File: config.mk
export PLATFORM = sky130hd
export DESIGN_NAME = text_whitespace_normalizer
export DESIGN_NICKNAME = d
export VERILOG_FILES = /design/src/sv/twn_pkg.sv /design/src/sv/twn_front.sv /design/src/sv/twn_fifo.sv /design/src/sv/twn_back.sv /design/src/sv/text_whitespace_normalizer.sv
export SDC_FILE = /design/constraint.sdc
export NUM_CORES = 1
export LEC_CHECK = 0
export BUFFER_PORTS_ARGS = -buffer_cell sky130_fd_sc_hd__buf_2
export CAP_MARGIN = 20
export CORE_MARGIN = 1.5
export CORE_UTILIZATION = 62
export DETAILED_ROUTE_END_ITERATION = 6
export PLACE_DENSITY = 0.8
export SYNTH_ARGS = -nofsm -noshare
export SYNTH_HDL_FRONTEND = slang
export SYNTH_SLANG_ARGS = --single-unit
File: constraint.sdc
create_clock -name clk -period 4.5 [get_ports clk]
set_input_delay 0.9 -clock clk [delete_from_list [all_inputs] [get_ports clk]]
set_output_delay 0.9 -clock clk [all_outputs]
set_load 0.02 [all_outputs]
File: src/sv/twn_pkg.sv
// twn_pkg: shared types, byte codes and the removal pattern for the whitespace normalizer
// used by twn_front, twn_fifo, twn_back and the top level; no dependencies
package twn_pkg;

  // byte codes
  localparam logic [7:0] CH_TAB   = 8'h09;
  localparam logic [7:0] CH_LF    = 8'h0A;
  localparam logic [7:0] CH_CR    = 8'h0D;
  localparam logic [7:0] CH_SP    = 8'h20;
  localparam logic [7:0] CH_C2    = 8'hC2;
  localparam logic [7:0] CH_A0    = 8'hA0;
  localparam logic [7:0] CH_E2    = 8'hE2;
  localparam logic [7:0] CH_80    = 8'h80;
  localparam logic [7:0] CH_A8    = 8'hA8;
  localparam logic [7:0] CH_A9    = 8'hA9;
  localparam logic [7:0] CH_NUL   = 8'h00;

  // "_x000D_" is seven bytes; the last one completes the match and is never held
  localparam logic [2:0] KILL_LAST = 3'd6;

  // default depth of the token queue between front and back
  localparam int QUEUE_DEPTH_DEF = 4;

  // token from the removal stage to the space-mapping stage
  typedef struct packed {
    logic [7:0] data;
    logic       is_end;  // end of string, no byte
    logic       tail;    // produced while handling the final input byte
  } tok_t;

  // held bytes of a partial space-map match
  typedef enum logic [1:0] {
    S2_IDLE,
    S2_ONE,
    S2_TWO
  } s2_state_t;

  function automatic logic [7:0] kill_byte(input logic [2:0] idx);
    logic [7:0] b;
    case (idx)
      3'd0:    b = 8'h5F;
      3'd1:    b = 8'h78;
      3'd2:    b = 8'h30;
      3'd3:    b = 8'h30;
      3'd4:    b = 8'h30;
      3'd5:    b = 8'h44;
      3'd6:    b = 8'h5F;
      default: b = 8'h5F;
    endcase
    return b;
  endfunction

endpackage

File: src/sv/twn_front.sv
// twn_front: input side, removes "_x000D_" and hands bytes and end marks on as tokens
// depends on twn_pkg
module twn_front import twn_pkg::*; (
  input  logic       clk,
  input  logic       rst_n,
  input  logic       in_tvalid,
  output logic       in_tready,
  input  logic [7:0] in_tdata,
  input  logic       in_tlast,
  output logic       tok_valid,
  output tok_t       tok,
  input  logic       tok_ready
);

  logic [2:0] cnt_r, cnt_nxt;
  logic [7:0] held_r [0:5];
  logic [7:0] pb_r, pb_nxt;
  logic       pbv_r, pbv_nxt;
  logic       pbl_r, pbl_nxt;
  logic [2:0] fleft_r, fleft_nxt;
  logic [2:0] fidx_r, fidx_nxt;
  logic       endp_r, endp_nxt;
  logic       held_we;
  logic       hit;

  assign hit = (pb_r == kill_byte(cnt_r));

  assign in_tready = (fleft_r == 3'd0) && !endp_r &&
                     (!pbv_r || (!pbl_r && (hit || ((cnt_r == 3'd0) && tok_ready))));

  always_comb begin
    cnt_nxt   = cnt_r;
    pb_nxt    = pb_r;
    pbv_nxt   = pbv_r;
    pbl_nxt   = pbl_r;
    fleft_nxt = fleft_r;
    fidx_nxt  = fidx_r;
    endp_nxt  = endp_r;
    held_we   = 1'b0;
    tok_valid = 1'b0;
    tok.data  = pb_r;
    tok.is_end = 1'b0;
    tok.tail  = (pbv_r && pbl_r) || endp_r;

    if (fleft_r != 3'd0) begin
      // release held partial match, oldest first
      tok_valid = 1'b1;
      tok.data  = held_r[fidx_r];
      if (tok_ready) begin
        fidx_nxt  = fidx_r + 3'd1;
        fleft_nxt = fleft_r - 3'd1;
      end
    end else if (pbv_r) begin
      if (hit) begin
        pbv_nxt = 1'b0;
        if (cnt_r == KILL_LAST) begin
          cnt_nxt = 3'd0;
        end else begin
          held_we = 1'b1;
          cnt_nxt = cnt_r + 3'd1;
        end
        if (pbl_r) begin
          fleft_nxt = (cnt_r == KILL_LAST) ? 3'd0 : cnt_r + 3'd1;
          fidx_nxt  = 3'd0;
          cnt_nxt   = 3'd0;
          endp_nxt  = 1'b1;
        end
      end else if (cnt_r != 3'd0) begin
        // mismatch: flush, then look at this byte again
        fleft_nxt = cnt_r;
        fidx_nxt  = 3'd0;
        cnt_nxt   = 3'd0;
      end else begin
        tok_valid = 1'b1;
        if (tok_ready) begin
          pbv_nxt  = 1'b0;
          endp_nxt = pbl_r;
        end
      end
    end else if (endp_r) begin
      tok_valid  = 1'b1;
      tok.data   = CH_NUL;
      tok.is_end = 1'b1;
      if (tok_ready) begin
        endp_nxt = 1'b0;
      end
    end

    if (in_tvalid && in_tready) begin
      pb_nxt  = in_tdata;
      pbv_nxt = 1'b1;
      pbl_nxt = in_tlast;
    end
  end

  always_ff @(posedge clk) begin
    if (!rst_n) begin
      cnt_r   <= 3'd0;
      pbv_r   <= 1'b0;
      fleft_r <= 3'd0;
      endp_r  <= 1'b0;
    end else begin
      cnt_r   <= cnt_nxt;
      pbv_r   <= pbv_nxt;
      fleft_r <= fleft_nxt;
      endp_r  <= endp_nxt;
    end
  end

  always_ff @(posedge clk) begin
    pb_r   <= pb_nxt;
    pbl_r  <= pbl_nxt;
    fidx_r <= fidx_nxt;
    if (held_we) begin
      held_r[cnt_r] <= pb_r;
    end
  end

endmodule

File: src/sv/twn_fifo.sv
// twn_fifo: small register queue of tokens between front and back
// depends on twn_pkg
module twn_fifo import twn_pkg::*; #(
  parameter int DEPTH = QUEUE_DEPTH_DEF
) (
  input  logic clk,
  input  logic rst_n,
  input  logic wr_valid,
  output logic wr_ready,
  input  tok_t wr_tok,
  output logic rd_valid,
  input  logic rd_ready,
  output tok_t rd_tok
);

  localparam int PTR_W = (DEPTH > 1) ? $clog2(DEPTH) : 1;
  localparam int CNT_W = $clog2(DEPTH + 1);

  tok_t             mem_r [0:DEPTH-1];
  logic [PTR_W-1:0] wr_ptr_r, wr_ptr_nxt;
  logic [PTR_W-1:0] rd_ptr_r, rd_ptr_nxt;
  logic [CNT_W-1:0] cnt_r, cnt_nxt;
  logic             do_wr, do_rd;

  assign wr_ready = (cnt_r != CNT_W'(DEPTH));
  assign rd_valid = (cnt_r != '0);
  assign rd_tok   = mem_r[rd_ptr_r];
  assign do_wr    = wr_valid && wr_ready;
  assign do_rd    = rd_valid && rd_ready;

  always_comb begin
    wr_ptr_nxt = wr_ptr_r;
    rd_ptr_nxt = rd_ptr_r;
    cnt_nxt    = cnt_r;
    if (do_wr) begin
      wr_ptr_nxt = (wr_ptr_r == PTR_W'(DEPTH - 1)) ? '0 : wr_ptr_r + 1'b1;
    end
    if (do_rd) begin
      rd_ptr_nxt = (rd_ptr_r == PTR_W'(DEPTH - 1)) ? '0 : rd_ptr_r + 1'b1;
    end
    if (do_wr && !do_rd) begin
      cnt_nxt = cnt_r + 1'b1;
    end else if (do_rd && !do_wr) begin
      cnt_nxt = cnt_r - 1'b1;
    end
  end

  always_ff @(posedge clk) begin
    if (!rst_n) begin
      wr_ptr_r <= '0;
      rd_ptr_r <= '0;
      cnt_r    <= '0;
    end else begin
      wr_ptr_r <= wr_ptr_nxt;
      rd_ptr_r <= rd_ptr_nxt;
      cnt_r    <= cnt_nxt;
    end
  end

  always_ff @(posedge clk) begin
    if (do_wr) begin
      mem_r[wr_ptr_r] <= wr_tok;
    end
  end

endmodule

File: src/sv/twn_back.sv
// twn_back: maps line breaks, tabs and unicode spaces to a space, collapses and trims spaces,
// marks the end of string and drives the output register; depends on twn_pkg
module twn_back import twn_pkg::*; (
  input  logic       clk,
  input  logic       rst_n,
  input  logic       tok_valid,
  output logic       tok_ready,
  input  tok_t       tok,
  output logic       out_tvalid,
  input  logic       out_tready,
  output logic [7:0] out_tdata,
  output logic       out_tuser,
  output logic       out_tlast
);

  s2_state_t  sc_r, sc_nxt, sc_c;
  logic [7:0] h0_r, h0_nxt, h0_c;
  logic [7:0] h1_r, h1_nxt, h1_c;
  logic       pend_r, pend_nxt;
  logic       seen_r, seen_nxt;
  logic       hold_v_r, hold_v_nxt;
  logic [7:0] hold_b_r, hold_b_nxt;
  logic       out_v_r, out_v_nxt;
  logic [7:0] out_b_r;
  logic       out_bv_r, out_l_r;

  logic       pop_c, push_v, fin;
  logic [7:0] push_b;
  logic       item_v, item_ok, s3_acc;
  logic [7:0] item_b;
  logic       room, out_load;
  logic [7:0] out_b;
  logic       out_bv, out_l;

  assign out_tvalid = out_v_r;
  assign out_tdata  = out_b_r;
  assign out_tuser  = out_bv_r;
  assign out_tlast  = out_l_r;

  always_comb begin
    sc_nxt     = sc_r;
    h0_nxt     = h0_r;
    h1_nxt     = h1_r;
    pend_nxt   = pend_r;
    seen_nxt   = seen_r;
    hold_v_nxt = hold_v_r;
    hold_b_nxt = hold_b_r;
    tok_ready  = 1'b0;
    sc_c       = sc_r;
    h0_c       = h0_r;
    h1_c       = h1_r;
    pop_c      = 1'b0;
    push_v     = 1'b0;
    push_b     = CH_NUL;
    fin        = 1'b0;
    room       = !out_v_r || out_tready;
    out_load   = 1'b0;
    out_b      = CH_NUL;
    out_bv     = 1'b0;
    out_l      = 1'b0;

    // space mapping: at most one byte handed on per cycle
    if (tok_valid) begin
      if (!tok.is_end) begin
        case (sc_r)
          S2_IDLE: begin
            pop_c = 1'b1;
            if (tok.data == CH_CR || tok.data == CH_C2 || tok.data == CH_E2) begin
              h0_c = tok.data;
              sc_c = S2_ONE;
            end else if (tok.data == CH_LF || tok.data == CH_TAB) begin
              push_v = 1'b1;
              push_b = CH_SP;
            end else begin
              push_v = 1'b1;
              push_b = tok.data;
            end
          end
          S2_ONE: begin
            if (h0_r == CH_CR) begin
              push_v = 1'b1;
              push_b = CH_SP;
              sc_c   = S2_IDLE;
              pop_c  = (tok.data == CH_LF);
            end else if (h0_r == CH_C2 && tok.data == CH_A0) begin
              push_v = 1'b1;
              push_b = CH_SP;
              sc_c   = S2_IDLE;
              pop_c  = 1'b1;
            end else if (h0_r == CH_E2 && tok.data == CH_80) begin
              h1_c  = tok.data;
              sc_c  = S2_TWO;
              pop_c = 1'b1;
            end else begin
              // pass the held byte, then look at this one again
              push_v = 1'b1;
              push_b = h0_r;
              sc_c   = S2_IDLE;
            end
          end
          S2_TWO: begin
            if (tok.data == CH_A8 || tok.data == CH_A9) begin
              push_v = 1'b1;
              push_b = CH_SP;
              sc_c   = S2_IDLE;
              pop_c  = 1'b1;
            end else begin
              // the second held byte cannot start a match, so it drains as a single
              push_v = 1'b1;
              push_b = h0_r;
              h0_c   = h1_r;
              sc_c   = S2_ONE;
            end
          end
          default: begin
            sc_c = S2_IDLE;
          end
        endcase
      end else begin
        case (sc_r)
          S2_ONE: begin
            push_v = 1'b1;
            push_b = (h0_r == CH_CR) ? CH_SP : h0_r;
            sc_c   = S2_IDLE;
          end
          S2_TWO: begin
            push_v = 1'b1;
            push_b = h0_r;
            h0_c   = h1_r;
            sc_c   = S2_ONE;
          end
          default: begin
            fin = 1'b1;
          end
        endcase
      end
    end

    // space collapsing
    item_v  = 1'b0;
    item_b  = CH_SP;
    item_ok = 1'b0;
    s3_acc  = 1'b1;
    if (push_v) begin
      if (push_b == CH_SP) begin
        if (seen_r) begin
          pend_nxt = 1'b1;
        end
      end else if (pend_r) begin
        // deferred space goes out first, the byte is offered again once the space is taken
        item_v = 1'b1;
        item_b = CH_SP;
        s3_acc = 1'b0;
      end else begin
        item_v = 1'b1;
        item_b = push_b;
        s3_acc = 1'b0;
      end
    end

    // items of the final step wait in the hold register for the last flag
    if (item_v) begin
      if (tok.tail) begin
        if (!hold_v_r) begin
          item_ok    = 1'b1;
          hold_v_nxt = 1'b1;
          hold_b_nxt = item_b;
        end else if (room) begin
          item_ok    = 1'b1;
          out_load   = 1'b1;
          out_b      = hold_b_r;
          out_bv     = 1'b1;
          hold_b_nxt = item_b;
        end
      end else if (room) begin
        item_ok  = 1'b1;
        out_load = 1'b1;
        out_b    = item_b;
        out_bv   = 1'b1;
      end
      if (item_ok) begin
        if (pend_r) begin
          pend_nxt = 1'b0;
        end else begin
          seen_nxt = 1'b1;
          s3_acc   = 1'b1;
        end
      end
    end

    if (fin) begin
      if (room) begin
        out_load   = 1'b1;
        out_b      = hold_v_r ? hold_b_r : CH_NUL;
        out_bv     = hold_v_r;
        out_l      = 1'b1;
        hold_v_nxt = 1'b0;
        pend_nxt   = 1'b0;
        seen_nxt   = 1'b0;
        tok_ready  = 1'b1;
      end
    end else if (tok_valid && s3_acc) begin
      sc_nxt    = sc_c;
      h0_nxt    = h0_c;
      h1_nxt    = h1_c;
      tok_ready = pop_c;
    end

    if (out_load) begin
      out_v_nxt = 1'b1;
    end else if (out_tready) begin
      out_v_nxt = 1'b0;
    end else begin
      out_v_nxt = out_v_r;
    end
  end

  always_ff @(posedge clk) begin
    if (!rst_n) begin
      sc_r     <= S2_IDLE;
      pend_r   <= 1'b0;
      seen_r   <= 1'b0;
      hold_v_r <= 1'b0;
      out_v_r  <= 1'b0;
    end else begin
      sc_r     <= sc_nxt;
      pend_r   <= pend_nxt;
      seen_r   <= seen_nxt;
      hold_v_r <= hold_v_nxt;
      out_v_r  <= out_v_nxt;
    end
  end

  always_ff @(posedge clk) begin
    h0_r     <= h0_nxt;
    h1_r     <= h1_nxt;
    hold_b_r <= hold_b_nxt;
    if (out_load) begin
      out_b_r  <= out_b;
      out_bv_r <= out_bv;
      out_l_r  <= out_l;
    end
  end

endmodule

File: src/sv/text_whitespace_normalizer.sv
// text_whitespace_normalizer: top level, front stage, token queue and back stage
// depends on twn_pkg, twn_front, twn_fifo, twn_back
// path: a byte passes the front's byte register, the token queue and the output register
// throughput: one byte per cycle between stalls; the input stalls while a broken "_x000D_"
//   match drains, and after a string's last byte until held tag bytes and the end mark drain;
//   the back re-offers a token per held byte it releases, per deferred space, per lone CR
// reset: synchronous, active low; clears all match counts, queue and output valid
module text_whitespace_normalizer import twn_pkg::*; #(
  parameter int QUEUE_DEPTH = QUEUE_DEPTH_DEF  // tokens between front and back, 2 or more
) (
  input  logic       clk,
  input  logic       rst_n,
  // input channel
  input  logic       in_tvalid,
  output logic       in_tready,
  input  logic [7:0] in_tdata,   // [7:0] in_byte
  input  logic       in_tlast,   // final byte of the string
  // result channel
  output logic       out_tvalid,
  input  logic       out_tready,
  output logic [7:0] out_tdata,  // [7:0] out_byte
  output logic       out_tuser,  // [0] byte_valid, low on a bare end marker
  output logic       out_tlast   // final item of the string
);

  // front to queue
  logic f_valid, f_ready;
  tok_t f_tok;
  // queue to back
  logic q_valid, q_ready;
  tok_t q_tok;

  // removal of "_x000D_", one token per cycle while the queue has room
  twn_front u_front (
    .clk       (clk),
    .rst_n     (rst_n),
    .in_tvalid (in_tvalid),
    .in_tready (in_tready),
    .in_tdata  (in_tdata),
    .in_tlast  (in_tlast),
    .tok_valid (f_valid),
    .tok       (f_tok),
    .tok_ready (f_ready)
  );

  // decouples front stalls from back stalls
  twn_fifo #(
    .DEPTH (QUEUE_DEPTH)
  ) u_fifo (
    .clk      (clk),
    .rst_n    (rst_n),
    .wr_valid (f_valid),
    .wr_ready (f_ready),
    .wr_tok   (f_tok),
    .rd_valid (q_valid),
    .rd_ready (q_ready),
    .rd_tok   (q_tok)
  );

  // space mapping, collapse and trim, output register
  twn_back u_back (
    .clk        (clk),
    .rst_n      (rst_n),
    .tok_valid  (q_valid),
    .tok_ready  (q_ready),
    .tok        (q_tok),
    .out_tvalid (out_tvalid),
    .out_tready (out_tready),
    .out_tdata  (out_tdata),
    .out_tuser  (out_tuser),
    .out_tlast  (out_tlast)
  );

endmodule

; ---- Yosys cells after proc, flatten, opt, wreduce, memory -nomap -nowiden
; Memories as Yosys holds them, arrays and structs flattened. A register that Yosys moved wholly into a read port is not among the register bits.
; Cells that the tools add are included.
; Widths: inputs -> output; s select.
[totals]
regBits = 67
latch_bits = 0
ram_bits = 88
rom_bits = 0
in_bits = 13
out_inout_bits = 12
elab_cells = 265
memories = 2
[memory_table]
columns = memory, depth, word_bits, rd, rd_clocked_by_memory_dff, wr, line
row1 = u_front.held_r, 6, 8, 1, 1, 1, twn_front.sv:16  ; logic [7:0] held_r [0:5];
row2 = u_fifo.mem_r, 4, 10, 1, 1, 1, twn_fifo.sv:19  ; tok_t mem_r [0:DEPTH-1];
[op_classes]
addsub = 7
mul = 0
n_div = 0
order_cmp = 0
eq_ne = 36
shifts = 0
n_mux = 146
n_bitwise = 5
reduce_logical = 48
[ops]
columns = op, count
row1 = $mux 8, 27
row2 = $mux 1, 82
row3 = $eq 8x8->1 const B, 8
row4 = $mux 3, 18
row5 = $eq 8x4->1 const B, 4
row6 = $pmux 8 s2, 2
row7 = $pmux 8 s3, 1
row8 = $pmux 7 s3, 1
row9 = $mux 2, 9
row10 = $mux 9, 2
row11 = $logic_and 1x1->1, 13
row12 = $ne 3x3->1 const B, 4
row13 = $reduce_bool 3->1, 4
row14 = $reduce_bool 2->1, 5
row15 = $add 3x1->3 const B, 3
row16 = $eq 3x3->1 const B, 3
row17 = $ne 3x2->1 const B, 3
row18 = $eq 8x6->1 const B, 1
row19 = $eq 8x7->1, 1
row20 = $logic_or 1x1->1, 8
row21 = $reduce_and 4->1, 2
row22 = $reduce_and 8->1, 1
row23 = $reduce_and 7->1, 1
row24 = $eq 2x2->1 const B, 3
row25 = other kinds (19), 36

; ---- Depth between registers and ports, before layout
[logic_depth]
depth_word = 21
ltp_mapped = 17
mapped_depth_nobuf = 16

; ---- Cells and area by module
; A second synthesis with hierarchy kept.
[unflattened]
hier_cells = 630
area_unflattened_um2 = 7880.1
[modules_own_cells]
columns = module, instances, cells_each, area_per_inst_um2, seq_area_each_um2
row1 = twn_front, 1, 257, 3308.2, 2021.9
row2 = twn_back, 1, 270, 2651.3, 1141.1
row3 = twn_fifo, 1, 103, 1920.6, 1381.3

; ---- Worst setup path after synthesis
; Ideal clock, no wire load.
[synth_path]
path_kind = register to register
start = reg (tool-made name)
end = reg u_fifo.cnt_r[2]
setup_ns = 0.076
t_arrival_ns = 4.103
t_required_ns = 4.424
slack_ns = 0.321
path_stages_with_launch = 16
path_buffers = 1
synth_period_minus_slack_ns = 4.179
path_cell_list = dfxtp_1 > buf_6 > mux4_2 > or4b_4 > or4_4 > nand2_1 > o211ai_2 > nand4_4 > o21ai_4 > o22ai_4 > ha_1 > inv_1 > fa_1 > xor2_1 > or3_1 > a21boi_0
[synth_rtl]
columns = item, line
row1 = to (signal assigned), twn_fifo.sv:56  ; cnt_r <= cnt_nxt;
row2 = to (decl), twn_fifo.sv:22  ; logic [CNT_W-1:0] cnt_r, cnt_nxt;

==> results.md <==
* CTS clock-pin slew for the worst setup and hold paths at 0.06 ns
* Die width at 114 microns
* Hold Crit Start: u_back.seen_r
* LEAKAGE at 3.07 nW
* Final routed DRC violation total at 0
* Final net count at 685
* WHS Endpoint: u_back.seen_r
* Worst VDD drop at 0.000320 V
* Largest net degree at the start of global routing at 27
* Multi-input logic area at 0.00296 sq mm
* Max Cap Viol at 0
* CTS tree: yes
* Overflow after GRT at 0
* Startpoint types: flip-flop
* Worst slew pin tran at 0.853 ns
* Num Clock Sinks at 160
* Run status: finished clean
* Synthesized area at 0.00769 sq mm
* Hold Vio Cnt, Final at 0
* Routed len/inst at 19.5 microns
* Total GRT Usage at 26.9%
* Worst-Skew Late Latency at 0.43 ns
* Post-DP HPWL at 11.5 mm
* Synth warnings at 0
* Yosys reg bits at 160
* Max clock buf depth at 2
* Worst reg2reg path depth at 15
* Worst Path Required at 4.86 ns
* Initial Util at 63.8%
* DRT iter0 DRCs at 416
* Final count of pins violating max slew at 0
* Critical path class: flip-flop to flip-flop
* Global-route wire length before repair at 26.5 mm
* Buffers added on ports at 24
* Area of the core at 0.0121 sq mm
* RSZ-0062 raised after global routing: false
* # fillers at 763
* Relative slew slack at 42.9%
* Hold Path Stages at 2
* Cell Chain, Critical Path: buf_6 > mux4_2 > or4b_4 > or4_4 > nand2_1 > o211ai_2 > nand4_4 > o21ai_4 > o22ai_4 > ha_2 > inv_1 > fa_1 > xor2_1 > or3_1 > a21boi_1
* Worst R2R Setup Slack at 0.22 ns
* Ports at 25
* Synth top area cells: edfxtp_1 (52%), dfxtp_1 (6.8%), mux4_2 (5.3%)
* Setup TNS at 0 ns
* CP max FO at 7
* Finish-stage setup viols at 0
* Area leader, netlist: edfxtp_1
* Antenna diodes at 0
* Vias in the first global route at 5174
* Synthesized instance count at 609
* Clock Skews at 0.0108 ns
* DR vias at 5244
* Net Count, Synth at 636
* CP max stage delay at 0.58 ns
* Die Y at 114 microns
* Post-synthesis cell type count at 79
* WHS at 0.453 ns
* Slowest stage cell, crit path: or4b_4
* Number of clock buffers inserted by TritonCTS at 17
* FFs w/ async S/R, synth at 0%
* Row cnt at 40
* DIE AREA at 0.0131 sq mm
* Antenna-violating nets left at 0
* Min-Delay Path Class: flip-flop to flip-flop
* Post-layout util at 73.0%
* Final period utilization at 95.2%
* P per Cell Area at 581 mW/mm^2
* Layout cell share with drive strength beyond 1 at 21.3%
* WL final at 16.4 mm
* Syn avg cell area at 12.6 sq um
* Clock Root Buffer: clkbuf_16
* Register area at 0.00454 sq mm
* Top cell type's share of synthesized area at 52.3%
* Fin crit period at 4.28 ns
* Initial antenna violation count at 0
* Drt pass-1 iters at 6
* Worst Setup End Kind: flip-flop
* EDFF count, synth at 134
* Arr. time, crit path at 4.64 ns
* Sequential area share after synthesis at 59.1%
* Vias/cell at 6.25
* Area grow syn2layout at 14.4%
* Ys flop type: edfxtp_1
* FMAX at 0.233 GHz
* H-tree Lvls at 4
* FF-to-FF End: u_fifo.cnt_r[2]
* Final GP Congestion at 0.951
## Yosys cell counts, types with 6 or more instances
library cell	instances
nor4_1	6
mux4_2	18
nor2b_1	13
nand2b_1	9
a21oi_1	24
dfxtp_1	26
or3_1	6
nor2_1	37
mux2i_1	18
xnor2_1	7
o21ai_0	44
inv_1	23
and2_1	12
nor3_1	19
edfxtp_1	134
mux2_2	10
clkbuf_1	24
ha_1	13
nand2_1	56
## through the flow
step	power [mW]	setup slack [ns]	cell area, sq um	instances
floorplan	3.09	0.321	7690	609
global placement	3.57	0.266	8120	802
global route	5.34	0.0150	8800	839
detailed placement	3.61	0.142	8120	802
finish	5.11	0.217	8800	839
CTS	5.08	0.105	8730	834
## placed cells by master, fill, tap and decap left out, types with 5 or more instances in the layout
| cell | n |
|---|---|
| a21oi_1 | 24 |
| and2_1 | 12 |
| buf_2 | 24 |
| buf_4 | 31 |
| clkbuf_16 | 17 |
| dfxtp_1 | 26 |
| edfxtp_1 | 134 |
| ha_1 | 12 |
| inv_1 | 23 |
| mux2_2 | 10 |
| mux2i_1 | 18 |
| mux4_2 | 18 |
| nand2_1 | 56 |
| nand2b_1 | 9 |
| nand3_1 | 5 |
| nor2_1 | 37 |
| nor2b_1 | 13 |
| nor3_1 | 19 |
| nor4_1 | 5 |
| o21ai_0 | 44 |
| or3_1 | 6 |
| xnor2_1 | 7 |
## registers in the layout (all words and copies together) (netlist names), named ones only
signal	flops
u_back.out_tlast	1
u_front.fidx_r	3
u_back.out_tdata	8
u_front.pbv_r	1
u_back.hold_v_r	1
u_back.h0_r	8
u_back.out_tvalid	1
u_back.sc_r	2
u_fifo.wr_ptr_r	2
u_back.pend_r	1
u_back.out_tuser	1
u_front.pb_r	8
u_fifo.cnt_r	3
u_fifo.rd_ptr_r	2
u_front.endp_r	1
u_fifo.mem_r	40
u_back.h1_r	8
u_front.held_r	48
u_back.seen_r	1
u_front.fleft_r	3
u_front.pbl_r	1
u_back.hold_b_r	8
u_front.cnt_r	3
## cells by family after synthesis
logic type	count (synthesis)	synth area share, %
multiplexers	46	9.07
AND/OR/NAND/NOR	201	14.1
buffers and inverters	50	2.55
AO/OA/AOI/OAI	130	11.9
flip-flops	160	59.1
adder cells (fa/ha/maj)	14	2.37
XOR/XNOR	8	0.911
## final cells by class
cell class,count,area share [%]
flip-flops and latches,160,51.6
clock buffers,17,4.83
clock inverters,15,2.09
inverters,23,0.981
well taps,168,2.39
multi-input cells,399,33.6
repair buffers,57,4.45
## worst max path at each step
stage                         start              end  slack (ns)  cells past startpoint
after floorplan           flip-flop  u_fifo.cnt_r[2]        0.32                     15
after global placement    flip-flop  u_fifo.cnt_r[2]        0.27                     15
after detailed placement  flip-flop  u_fifo.cnt_r[2]        0.14                     15
after CTS                 flip-flop  u_fifo.cnt_r[2]        0.10                     15
after global routing      flip-flop  u_fifo.cnt_r[2]        0.02                     15
final                     flip-flop  u_fifo.cnt_r[2]        0.22                     15
## per-layer routing
| layer | track usage, % | vias to the layer above | part of all wire, % |
|---|---|---|---|
| met5 | 0 | - | 0 |
| met4 | 13.8 | 0 | 3.5 |
| met3 | 4.92 | 45 | 4.8 |
| met2 | 47.4 | 197 | 53 |
| met1 | 31.5 | 2581 | 39 |
| li1 | - | 2421 | - |
## worst max-delay path, delay by kind of cell (launching register included)
| kind | cells | cell delay [ns] |
|---|---|---|
| flip-flops | 1 | 0.35 |
| buffers and inverters | 2 | 0.23 |
| adder cells (fa/ha/maj) | 2 | 0.65 |
| multiplexers | 1 | 0.52 |
| XOR/XNOR | 1 | 0.18 |
| AO/OA/AOI/OAI | 4 | 0.59 |
| AND/OR/NAND/NOR | 5 | 1.70 |
## power by group
group	internal [mW]	switching, mW
combinational	0.665	1.02
clock	0.880	0.591
sequential	1.86	0.0978
## timing repair
| item | 4_1_cts | 5_1_grt |
|---|---|---|
| setup buffers | 0 | 4 |
| hold buffers | 0 | 0 |
| endpoints found under the setup margin | 0 | 2 |
| gates resized for setup | 0 | 4 |
Power figures use the tool's default switching activity.
